`config.mk`:
```
export PLATFORM = sky130hd
export DESIGN_NAME = keyed_lowest_free_id_allocator_top
export DESIGN_NICKNAME = d
export VERILOG_FILES = /design/src/hdl/klfia_pkg.sv /design/src/hdl/keyed_lowest_free_id_allocator_top.sv
export SDC_FILE = /design/constraint.sdc
export NUM_CORES = 1
export LEC_CHECK = 0
export ABC_AREA = 1
export BUFFER_PORTS_ARGS = -buffer_cell sky130_fd_sc_hd__clkbuf_2
export CAP_MARGIN = 10
export CORE_MARGIN = 3
export CORE_UTILIZATION = 55
export DETAILED_ROUTE_END_ITERATION = 8
export PLACE_DENSITY = 0.71
export SYNTH_ARGS = -nofsm -noshare
export SYNTH_HDL_FRONTEND = slang
export SYNTH_SLANG_ARGS = --single-unit
```
`constraint.sdc`:
```
create_clock -name clk -period 5.7 [get_ports clk]
set_input_delay 1.14 -clock clk [delete_from_list [all_inputs] [get_ports clk]]
set_output_delay 1.14 -clock clk [all_outputs]
set_load 0.02 [all_outputs]
```
`src/hdl/klfia_pkg.sv`:
```
`default_nettype none

package klfia_pkg;

  localparam int ENTRIES  = 16;
  localparam int IDX_W    = (ENTRIES > 1) ? $clog2(ENTRIES) : 1;
  localparam int KEY_W    = 64;
  localparam int HANDLE_W = 8;

  typedef logic [1:0] op_t;
  localparam op_t OP_GET     = 2'd0;
  localparam op_t OP_RESERVE = 2'd1;
  localparam op_t OP_RELEASE = 2'd2;
  localparam op_t OP_CLEAR   = 2'd3;

  typedef logic [1:0] status_t;
  localparam status_t STATUS_OK    = 2'd0;
  localparam status_t STATUS_FULL  = 2'd1;
  localparam status_t STATUS_EMPTY = 2'd2;

  typedef enum logic [2:0] {
    S_IDLE,
    S_SCAN,
    S_LAST_CHK,
    S_DECIDE,
    S_IDSCAN,
    S_RESP
  } state_t;

endpackage

`default_nettype wire

```
`src/hdl/keyed_lowest_free_id_allocator_top.sv`:
```
// Keyed lowest-free id allocator.
//
// A table of ENTRIES slots maps 64-bit identity keys to dense 8-bit handles.
// Requests arrive on the input channel (in_valid/in_ready) as one transfer
// carrying op, identity_key, identity_present and handle_in. Each request
// produces exactly one response transfer on the output channel
// (out_valid/out_ready) carrying handle_out, was_present and status.
//
// The block handles one request at a time. A get, or a reserve or release with
// a present identity, scans the whole table through the key and handle
// memories, one slot per cycle. A get that allocates a new handle then walks
// the candidate handles from 0 upward, one per cycle, and stops at the first
// one no entry holds. Clear and a reserve or release with an empty identity
// skip the scan and go straight to the decision state.
//
// Reset empties the table at once through per-slot valid flip-flops, so no
// clearing pass is needed. The response sits in an output register; if the
// receiver stalls, the block still accepts the next request and works on it,
// but holds it in the response state until the previous result is taken.

`default_nettype none

module keyed_lowest_free_id_allocator_top
  import klfia_pkg::*;
(
  input  wire logic                clk,
  input  wire logic                rst,
  input  wire logic                in_valid,
  output logic                     in_ready,
  input  wire logic [1:0]          op,
  input  wire logic [KEY_W-1:0]    identity_key,
  input  wire logic                identity_present,
  input  wire logic [HANDLE_W-1:0] handle_in,
  output logic                     out_valid,
  input  wire logic                out_ready,
  output logic [HANDLE_W-1:0]      handle_out,
  output logic                     was_present,
  output logic [1:0]               status
);

  localparam logic [IDX_W-1:0] LAST_IDX = IDX_W'(ENTRIES - 1);

  state_t state, state_next;

  // Captured request.
  op_t                 op_q;
  logic [KEY_W-1:0]    key_q;
  logic                present_q;
  logic [HANDLE_W-1:0] hin_q;

  // Table storage. Valid bits are flip-flops; keys and handles live in memories.
  logic [ENTRIES-1:0]  entry_valid;
  logic [KEY_W-1:0]    mem_key [ENTRIES];
  logic [HANDLE_W-1:0] mem_id  [ENTRIES];
  logic [KEY_W-1:0]    rd_key;
  logic [HANDLE_W-1:0] rd_id;

  // Scan sequencer and results gathered while scanning.
  logic [IDX_W-1:0]    scan_idx;
  logic                chk_vld;
  logic [IDX_W-1:0]    chk_idx;
  logic                found;
  logic [IDX_W-1:0]    found_slot;
  logic [HANDLE_W-1:0] found_id;
  logic                free_found;
  logic [IDX_W-1:0]    free_slot;
  logic [ENTRIES-1:0]  used;
  logic [IDX_W-1:0]    cand;

  // Pending response.
  logic [HANDLE_W-1:0] res_h;
  logic                res_was;
  status_t             res_st;

  // Combinational controls.
  logic                in_fire;
  logic                id_hit;
  logic                id_small;
  logic                wr_id_en;
  logic                wr_key_en;
  logic [IDX_W-1:0]    wr_addr;
  logic [HANDLE_W-1:0] wr_id_data;
  logic                resp_load;
  logic                needs_scan;

  assign in_fire   = in_valid && in_ready;
  assign id_hit    = !used[cand] || (cand == LAST_IDX);
  assign id_small  = {1'b0, rd_id} < (HANDLE_W + 1)'(ENTRIES);
  assign resp_load = (state == S_RESP) && (!out_valid || out_ready);
  assign needs_scan = (op == OP_GET) ||
                      (((op == OP_RESERVE) || (op == OP_RELEASE)) && identity_present);

  // Next-state logic.
  always_comb begin
    state_next = state;
    unique case (state)
      S_IDLE: begin
        if (in_fire) begin
          state_next = needs_scan ? S_SCAN : S_DECIDE;
        end
      end
      S_SCAN: begin
        if (scan_idx == LAST_IDX) begin
          state_next = S_LAST_CHK;
        end
      end
      S_LAST_CHK: state_next = S_DECIDE;
      S_DECIDE: begin
        if ((op_q == OP_GET) && !found && free_found) begin
          state_next = S_IDSCAN;
        end else begin
          state_next = S_RESP;
        end
      end
      S_IDSCAN: begin
        if (id_hit) begin
          state_next = S_RESP;
        end
      end
      S_RESP: begin
        if (resp_load) begin
          state_next = S_IDLE;
        end
      end
      default: state_next = S_IDLE;
    endcase
  end

  // Output and memory-control logic.
  always_comb begin
    in_ready   = (state == S_IDLE);
    wr_id_en   = 1'b0;
    wr_key_en  = 1'b0;
    wr_addr    = found ? found_slot : free_slot;
    wr_id_data = hin_q;
    unique case (state)
      S_DECIDE: begin
        if ((op_q == OP_RESERVE) && present_q) begin
          wr_id_en  = found || free_found;
          wr_key_en = !found && free_found;
        end
      end
      S_IDSCAN: begin
        wr_id_en   = id_hit;
        wr_key_en  = id_hit;
        wr_id_data = HANDLE_W'(cand);
      end
      default: begin
      end
    endcase
  end

  always_ff @(posedge clk) begin
    if (rst) begin
      state <= S_IDLE;
    end else begin
      state <= state_next;
    end
  end

  // Key and handle memories: one write port, one registered read port.
  always_ff @(posedge clk) begin
    if (wr_key_en) begin
      mem_key[wr_addr] <= key_q;
    end
    if (wr_id_en) begin
      mem_id[wr_addr] <= wr_id_data;
    end
    rd_key <= mem_key[scan_idx];
    rd_id  <= mem_id[scan_idx];
  end

  // Valid bits: set on a new entry, cleared by release or clear.
  always_ff @(posedge clk) begin
    if (rst) begin
      entry_valid <= '0;
    end else begin
      if (wr_key_en) begin
        entry_valid[wr_addr] <= 1'b1;
      end
      if (state == S_DECIDE) begin
        if (op_q == OP_CLEAR) begin
          entry_valid <= '0;
        end else if ((op_q == OP_RELEASE) && present_q && found) begin
          entry_valid[found_slot] <= 1'b0;
        end
      end
    end
  end

  // Scan control. The read issued for slot k is registered and is
  // checked while the next slot is being read.
  always_ff @(posedge clk) begin
    if (rst) begin
      chk_vld <= 1'b0;
    end else begin
      chk_vld <= (state == S_SCAN);
    end
  end

  always_ff @(posedge clk) begin
    chk_idx <= scan_idx;
    if (in_fire) begin
      op_q       <= op;
      key_q      <= identity_key;
      present_q  <= identity_present;
      hin_q      <= handle_in;
      scan_idx   <= '0;
      found      <= 1'b0;
      free_found <= 1'b0;
      used       <= '0;
      cand       <= '0;
    end else begin
      if (state == S_SCAN) begin
        scan_idx <= scan_idx + 1'b1;
      end
      if (chk_vld) begin
        if (entry_valid[chk_idx]) begin
          if (!found && (rd_key == key_q)) begin
            found      <= 1'b1;
            found_slot <= chk_idx;
            found_id   <= rd_id;
          end
          // Only handles below ENTRIES can ever be the lowest free one.
          if (id_small) begin
            used[rd_id[IDX_W-1:0]] <= 1'b1;
          end
        end else if (!free_found) begin
          free_found <= 1'b1;
          free_slot  <= chk_idx;
        end
      end
      if ((state == S_IDSCAN) && !id_hit) begin
        cand <= cand + 1'b1;
      end
    end
  end

  // Response formation.
  always_ff @(posedge clk) begin
    if (state == S_DECIDE) begin
      res_h   <= '0;
      res_was <= 1'b0;
      res_st  <= STATUS_OK;
      unique case (op_q)
        OP_GET: begin
          if (found) begin
            res_h   <= found_id;
            res_was <= 1'b1;
          end else if (!free_found) begin
            res_st <= STATUS_FULL;
          end
        end
        OP_RESERVE: begin
          res_h <= hin_q;
          if (!present_q) begin
            res_st <= STATUS_EMPTY;
          end else if (found) begin
            res_was <= 1'b1;
          end else if (!free_found) begin
            res_st <= STATUS_FULL;
          end
        end
        OP_RELEASE: begin
          if (!present_q) begin
            res_st <= STATUS_EMPTY;
          end else if (found) begin
            res_h   <= found_id;
            res_was <= 1'b1;
          end
        end
        OP_CLEAR: begin
        end
        default: begin
        end
      endcase
    end else if ((state == S_IDSCAN) && id_hit) begin
      res_h <= HANDLE_W'(cand);
    end
  end

  // Output register.
  always_ff @(posedge clk) begin
    if (rst) begin
      out_valid <= 1'b0;
    end else if (resp_load) begin
      out_valid <= 1'b1;
    end else if (out_ready) begin
      out_valid <= 1'b0;
    end
  end

  always_ff @(posedge clk) begin
    if (resp_load) begin
      handle_out  <= res_h;
      was_present <= res_was;
      status      <= res_st;
    end
  end

  // The candidate walk only runs for a get of a new key with a free slot.
  a_idscan_cause: assert property (@(posedge clk) disable iff (rst)
    (state == S_IDSCAN) |-> ((op_q == OP_GET) && !found && free_found))
    else $error("handle search entered without a free slot");

  // A clear leaves every slot empty.
  a_clear_empties: assert property (@(posedge clk) disable iff (rst)
    ((state == S_DECIDE) && (op_q == OP_CLEAR)) |=> (entry_valid == '0))
    else $error("clear left a valid slot");

  // The sequencer takes one request at a time.
  a_one_at_a_time: assert property (@(posedge clk) disable iff (rst)
    in_fire |=> !in_ready)
    else $error("request accepted while busy");

  // A new entry is written only into a slot that was empty.
  a_new_slot_empty: assert property (@(posedge clk) disable iff (rst)
    wr_key_en |-> !entry_valid[wr_addr])
    else $error("new key written over a valid slot");

  // An ignored request never reports a known key.
  a_empty_not_present: assert property (@(posedge clk) disable iff (rst)
    (out_valid && (status == STATUS_EMPTY)) |-> !was_present)
    else $error("ignored request flagged as present");

endmodule

`default_nettype wire

```
======== Word-level counts from Yosys, hierarchy flattened ========
Memory sizes are Yosys's and may differ from the RTL's. A register that Yosys moved wholly into a read port is not among the register bits.
Cells that the tools add are included.
word-level totals
  register bits after elaboration ......... 164
  RAM bits ................................ 1152
  input port bits ......................... 79
  output and inout port bits .............. 13
  logic and storage cells ................. 143
  memories kept ........................... 2
memory list
  memory   words  width  read ports  clocked after Yosys merged registers in  write ports  RTL line                                  source
  mem_key  16     64     1           1                                        1            keyed_lowest_free_id_allocator_top.sv:53  logic [KEY_W-1:0] mem_key [ENTRIES];
  mem_id   16     8      1           1                                        1            keyed_lowest_free_id_allocator_top.sv:54  logic [HANDLE_W-1:0] mem_id [ENTRIES];
cells by class
  $add $sub $neg .......................... 2
  magnitude comparators ................... 9
  eq/ne operators ......................... 17
  multiplexer cells ....................... 47
  bitwise operators ....................... 7
  reduce and logical (&&, ||, !) cells .... 36
operators with widths
  cell                                                                count
  2-to-1 mux 16 bit                                                   5
  == test 64 bit                                                      1
  2-to-1 mux 8 bit                                                    5
  bitwise OR 16 bit                                                   2
  < comparator 4 x 5 -> 1 bit (second input constant)                 5
  case mux 8 bit (3 select lines)                                     1
  2-to-1 mux 1 bit                                                    18
  case mux 3 bit (6 select lines)                                     1
  bitwise AND 16 bit                                                  1
  NOT 16 bit                                                          1
  logical AND 1 bit                                                   15
  demux 1 bit (select 4 bit)                                          3
  greater-or-equal comparator 4 x 1 -> 1 bit (second input constant)  3
  2-to-1 mux 3 bit                                                    4
  AND reduction 4 bit                                                 3
  adder 4 x 1 -> 4 bit (second input constant)                        2
  binary-select mux 1 bit (select 4 bit)                              2
  == test 4 bit (second input constant)                               2
  < comparator 8 x 5 -> 1 bit (second input constant)                 1
  == test 2 bit (second input constant)                               3
  == test 3 x 2 -> 1 bit (second input constant)                      2
  == test 3 bit (second input constant)                               2
  2-to-1 mux 2 bit                                                    3
  inequality test 2 bit (second input constant)                       3
  15 further kinds                                                    30

======== Depth between registers and ports, before layout ========
  word-level depth ........................ 12
  depth in mapped cells ................... 13
  depth with buffers taken out ............ 12

======== Least setup slack after synthesis ========
No wires, ideal clock.
  path kind ............................... input-to-reg
  from .................................... input in_valid
  to ...................................... register hin_q[0], enable pin
  arrival ................................. 3.684 ns
  required time ........................... 5.231 ns
  path slack .............................. 1.547 ns
  cell stages on the path ................. 3
  buffers on the path ..................... 1
  path through ............................ inv_1 > nor2_1 > clkbuf_1
between the ends
  longest elaborated chain between the ends .. 1
RTL lines
  element                 RTL line                                   source
  start: declaration      keyed_lowest_free_id_allocator_top.sv:28   input wire logic in_valid,
  logical AND 1 bit       keyed_lowest_free_id_allocator_top.sv:86   assign in_fire = in_valid && in_ready;
  named net in_fire       keyed_lowest_free_id_allocator_top.sv:76   logic in_fire;
  end signal: assignment  keyed_lowest_free_id_allocator_top.sv:207  hin_q <= handle_in;
  end: declaration        keyed_lowest_free_id_allocator_top.sv:49   logic [HANDLE_W-1:0] hin_q;
The timed path passes the listed nets, and every way through them passes these cells.
A chain may end at the register's enable or synchronous reset.

======== Worst setup path after layout ========
  from .................................... register op_q[1]
  to ...................................... memory mem_key[12][59], enable pin
between the ends
  longest elaborated chain between the ends .. 6
RTL lines
  element                                 RTL line                                   source
  start: declaration                      keyed_lowest_free_id_allocator_top.sv:46   op_t op_q;
  start signal: assignment                keyed_lowest_free_id_allocator_top.sv:204  op_q <= op;
  == test 2 x 1 -> 1 bit                  keyed_lowest_free_id_allocator_top.sv:138  if ((op_q == OP_RESERVE) && present_q) begin
  logical AND 1 bit                       keyed_lowest_free_id_allocator_top.sv:138
  2-to-1 mux 1 bit                        keyed_lowest_free_id_allocator_top.sv:138
  case mux 1 bit (2 select lines)         keyed_lowest_free_id_allocator_top.sv:136  unique case (state)
  2-to-1 mux 1 bit                        keyed_lowest_free_id_allocator_top.sv:163  if (wr_key_en) begin
  2-to-1 mux 1 bit (implied by the code)  keyed_lowest_free_id_allocator_top.sv:164  mem_key[wr_addr] <= key_q;
  end: declaration                        keyed_lowest_free_id_allocator_top.sv:53
No other way between the ends.

==> results.sh <==
export IMPL_synth_area_mm2=0.05334
export IMPL_tightest_slew_ns=1.234
export IMPL_max_stage_delay_ns=0.60
export IMPL_syn_area_per_cell_um2=13.17
export IMPL_pwr_share_clk=0.314
export IMPL_multi_input_area_mm2=0.01111
export IMPL_intPower_w=0.01946
export IMPL_p_leak_nw=19.56
export IMPL_hpwl_um=70150
export IMPL_swShare=0.3218
export IMPL_cts_root_buffer_cell="clkbuf_16"
export IMPL_grt_pass1_wl_um=199900
export IMPL_crit_fanout=37
export IMPL_cp_cell_sequence="inv_1 > ha_1 > nand2_1 > inv_1 > nand3_1 > nand2_4 > nand2_1 > inv_4 > buf_4"
export IMPL_h_tree_depth=4
export IMPL_finalNonFillerCells=5470
export IMPL_route_vias_total=33530
export IMPL_drive_gt1_frac=0.09893
export IMPL_placed_cells=5212
export IMPL_antenna_cells=0
export IMPL_worstReg2RegStart="op_q[1]"
export IMPL_viasPerCell=6.130
export IMPL_netlist_cell_type_count=39
export IMPL_hp_class="flip-flop to flip-flop"
export IMPL_period_needed_ns=3.351
export IMPL_slew_limit_headroom=0.1745
export IMPL_start_kind="flip-flop"
export IMPL_timing_final_ws_setup_ns=2.349
export IMPL_cts_buffers=141
export IMPL_rows=113
export IMPL_cap_violations=0
export IMPL_clk_pin_slew_ns=0.06
export IMPL_p_seq_frac=0.467
export IMPL_period_share=0.5880
export IMPL_min_from="res_st[0]"
export IMPL_grt_start_max_net_pins=200
export IMPL_die_h_um=317.4
export IMPL_ys_warn_count=0
export IMPL_grt_pass1_vias=32100
export IMPL_power_switching_w=0.009232
export IMPL_drc=0
export IMPL_fin_skew_ns=0.02310
export IMPL_antenna_found_initial=0
export IMPL_cts_tree="yes"
export IMPL_area_growth_pct=11.17
export IMPL_critical_path_top_delay_family="buffers and inverters"
export IMPL_cts_setup_buffers=0
export IMPL_start_util=0.5581
export IMPL_synth_fp_nets=4137
export IMPL_drt_iter0_drc=4274
export IMPL_hold_violations=0
export IMPL_yosysSeqAreaShare=0.7583
export IMPL_cts_sinks=1388
export IMPL_fmax_mhz=298.4
export IMPL_gr_total_overflow=0
export IMPL_cp_slowest_cell="buf_4"
export IMPL_worstSetupStartpoint="op_q[1]"
export IMPL_critical_path_required_ns=6.05
export IMPL_p_per_area_mw_per_mm2=483.8
export IMPL_finalMaxSlewViolations=0
export IMPL_worstPathArrival_ns=3.70
export IMPL_num_nets_final=4179
export IMPL_ys_ff_latch=1388
export IMPL_regArea_mm2=0.04046
export IMPL_cts_hold_buf=0
export IMPL_synthCells=4050
export IMPL_wirelength_um=132400
export IMPL_yosysTopAreaCell="edfxtp_1"
export IMPL_path_class="flip-flop to flip-flop"
export IMPL_portBuffers=91
export IMPL_setup_viol=0
export IMPL_cts_resized=0
export IMPL_crit_buf_inv=4
export IMPL_endpoint_kind="flip-flop"
export IMPL_rsz0062_at_grt="no"
export IMPL_clock_latency_ns=0.74
export IMPL_p_comb_frac=0.219
export IMPL_wl_per_cell_um=24.21
export IMPL_die_area_mm2=0.1008
export IMPL_die_x_um=317.4
export IMPL_postRouteAntennaNets=0
export IMPL_place_congestion=0.8725
export IMPL_dr_pass1_iters=5
export IMPL_ios=92
export IMPL_gr_usage_all_layers=0.2596
export IMPL_synth_top_area_share=0.7121
export IMPL_cts_buffer_depth=3
export IMPL_vdd_drop_max_mv=0.5479
export IMPL_place_ws_ns=2.427
export IMPL_fill_cells=7097
export IMPL_yosys_top_cells_area="edfxtp_1 (71%), o21ai_0 (5.7%), nor2_1 (4.8%)"
export IMPL_fin_setup_tns_ns=0
export IMPL_status="finished, final reports clean"
export IMPL_core_region_area_mm2=0.09558
==> routing by layer <==
metal,wire length (um),share of wire,track usage,vias to the layer above
met3,12200,0.092,0.04045,255
met5,0,0,0,-
met1,54840,0.41,0.3805,16530
met4,3317,0.025,0.08174,0
li1,-,-,-,14990
met2,62050,0.47,0.4051,1765
==> logic make-up (layout without fill, tap and decap cells) <==
group           count (synthesis)  count (layout)  synth area share
buf+inv                       412             567           0.03413
xor+xnor                       24              24          0.003941
compound gates               1039            1039            0.1125
fa+ha+maj                       8               8          0.001877
simple gates                 1179            1179           0.08923
flops                        1388            1388            0.7583
==> flip-flops by register name, summed over array words and instances, names as in the netlist, 8 cells and up <==
| register | flops |
|---|---|
| res_h | 8 |
| handle_out | 8 |
| entry_valid | 16 |
| mem_key | 1024 |
| used | 16 |
| mem_id | 128 |
| hin_q | 8 |
| key_q | 64 |
| found_id | 8 |
| rd_key | 64 |
| rd_id | 8 |
==> area by class of cell <==
type | instances | share of cell area
clock buffer | 198 | 0.06739
clock inverter | 58 | 0.008798
inverter | 166 | 0.01167
multi-input combinational | 2250 | 0.1874
sequential | 1388 | 0.6823
tap | 1265 | 0.02669
timing repair buffer | 145 | 0.01578
==> layout by cell type, fill, tap and decap left out, drive strengths merged <==
master    instances
bufinv            7
o22ai           177
nand4             3
a31oi             2
xnor2            12
xor2             12
a211oi            2
nand2           293
nor2            691
a22oi             8
o211ai           30
dfxtp           123
nor3             23
clkbuf          289
o221ai          115
inv             172
a21oi            61
clkinv           40
o211a             2
or2               1
o21ai           642
edfxtp         1265
nand3           166
clkinvlp          5
buf              54
nor3b             1
nand3b            1
ha                8
==> cell usage after synthesis <==
| library cell | instances |
|---|---|
| nand3b_1 | 1 |
| a31oi_1 | 2 |
| inv_2 | 7 |
| nor2_4 | 2 |
| a21oi_2 | 10 |
| nand3_1 | 165 |
| nor2_1 | 689 |
| nor3_1 | 19 |
| nor3b_2 | 1 |
| or2_0 | 1 |
| buf_1 | 6 |
| a211oi_1 | 2 |
| clkbuf_2 | 2 |
| inv_4 | 1 |
| a21oi_1 | 51 |
| xnor2_1 | 12 |
| buf_2 | 65 |
| edfxtp_1 | 1265 |
| o211ai_1 | 30 |
| nand3_2 | 1 |
| clkbuf_1 | 142 |
| clkinv_1 | 1 |
| o21ai_0 | 604 |
| nor3_2 | 4 |
| nand2_1 | 281 |
| o221ai_1 | 115 |
| dfxtp_1 | 123 |
| nand4_1 | 3 |
| o22ai_1 | 177 |
| o21ai_1 | 38 |
| a22oi_1 | 8 |
| nand2_2 | 11 |
| buf_6 | 19 |
| inv_1 | 157 |
| o211a_1 | 2 |
| xor2_1 | 12 |
| buf_4 | 12 |
| nand2_4 | 1 |
| ha_1 | 8 |
==> metrics by stage <==
| step | area [um2] | power, W | hold slack, ns | utilization |
|---|---|---|---|---|
| global route | 59300 | 0.02993 | 0.4291 | 0.6205 |
| global placement | 54770 | 0.01963 | 0.4040 | 0.5730 |
| CTS | 59290 | 0.02870 | 0.4176 | 0.6203 |
| floorplan | 53340 | 0.01757 | 0.3258 | - |
| finish | 59300 | 0.02869 | 0.4163 | 0.6205 |
| detailed placement | 54770 | 0.01977 | 0.4045 | 0.5730 |
==> worst register-to-register path, delay by kind of cell, from the launching register on <==
| kind | cells | cell delay, ns |
|---|---|---|
| DFF | 1 | 0.44 |
| buffers and inverters | 4 | 1.42 |
| and+or+nand+nor | 4 | 0.69 |
| adders and majority gates | 1 | 0.37 |
==> power by group through the flow <==
stage / combinational, W / clock [W] / sequential (W)
2_1_floorplan: 0.00442 / 0 / 0.0132
3_3_place_gp: 0.00605 / 0 / 0.0136
3_5_place_dp: 0.00617 / 0 / 0.0136
4_1_cts: 0.00621 / 0.00909 / 0.0134
5_1_grt: 0.00691 / 0.00951 / 0.0135
6_report: 0.00628 / 0.00900 / 0.0134
==> final timing paths <==
kind,cells past startpoint,slack (ns),to
worst max register to register,9,2.35,mem_key[12][59]
worst min register to register,0,0.42,status[0]
worst max-delay path,9,2.35,mem_key[12][59]
worst min-delay path,0,0.42,status[0]
No activity file was read; power rests on OpenSTA's default activity.
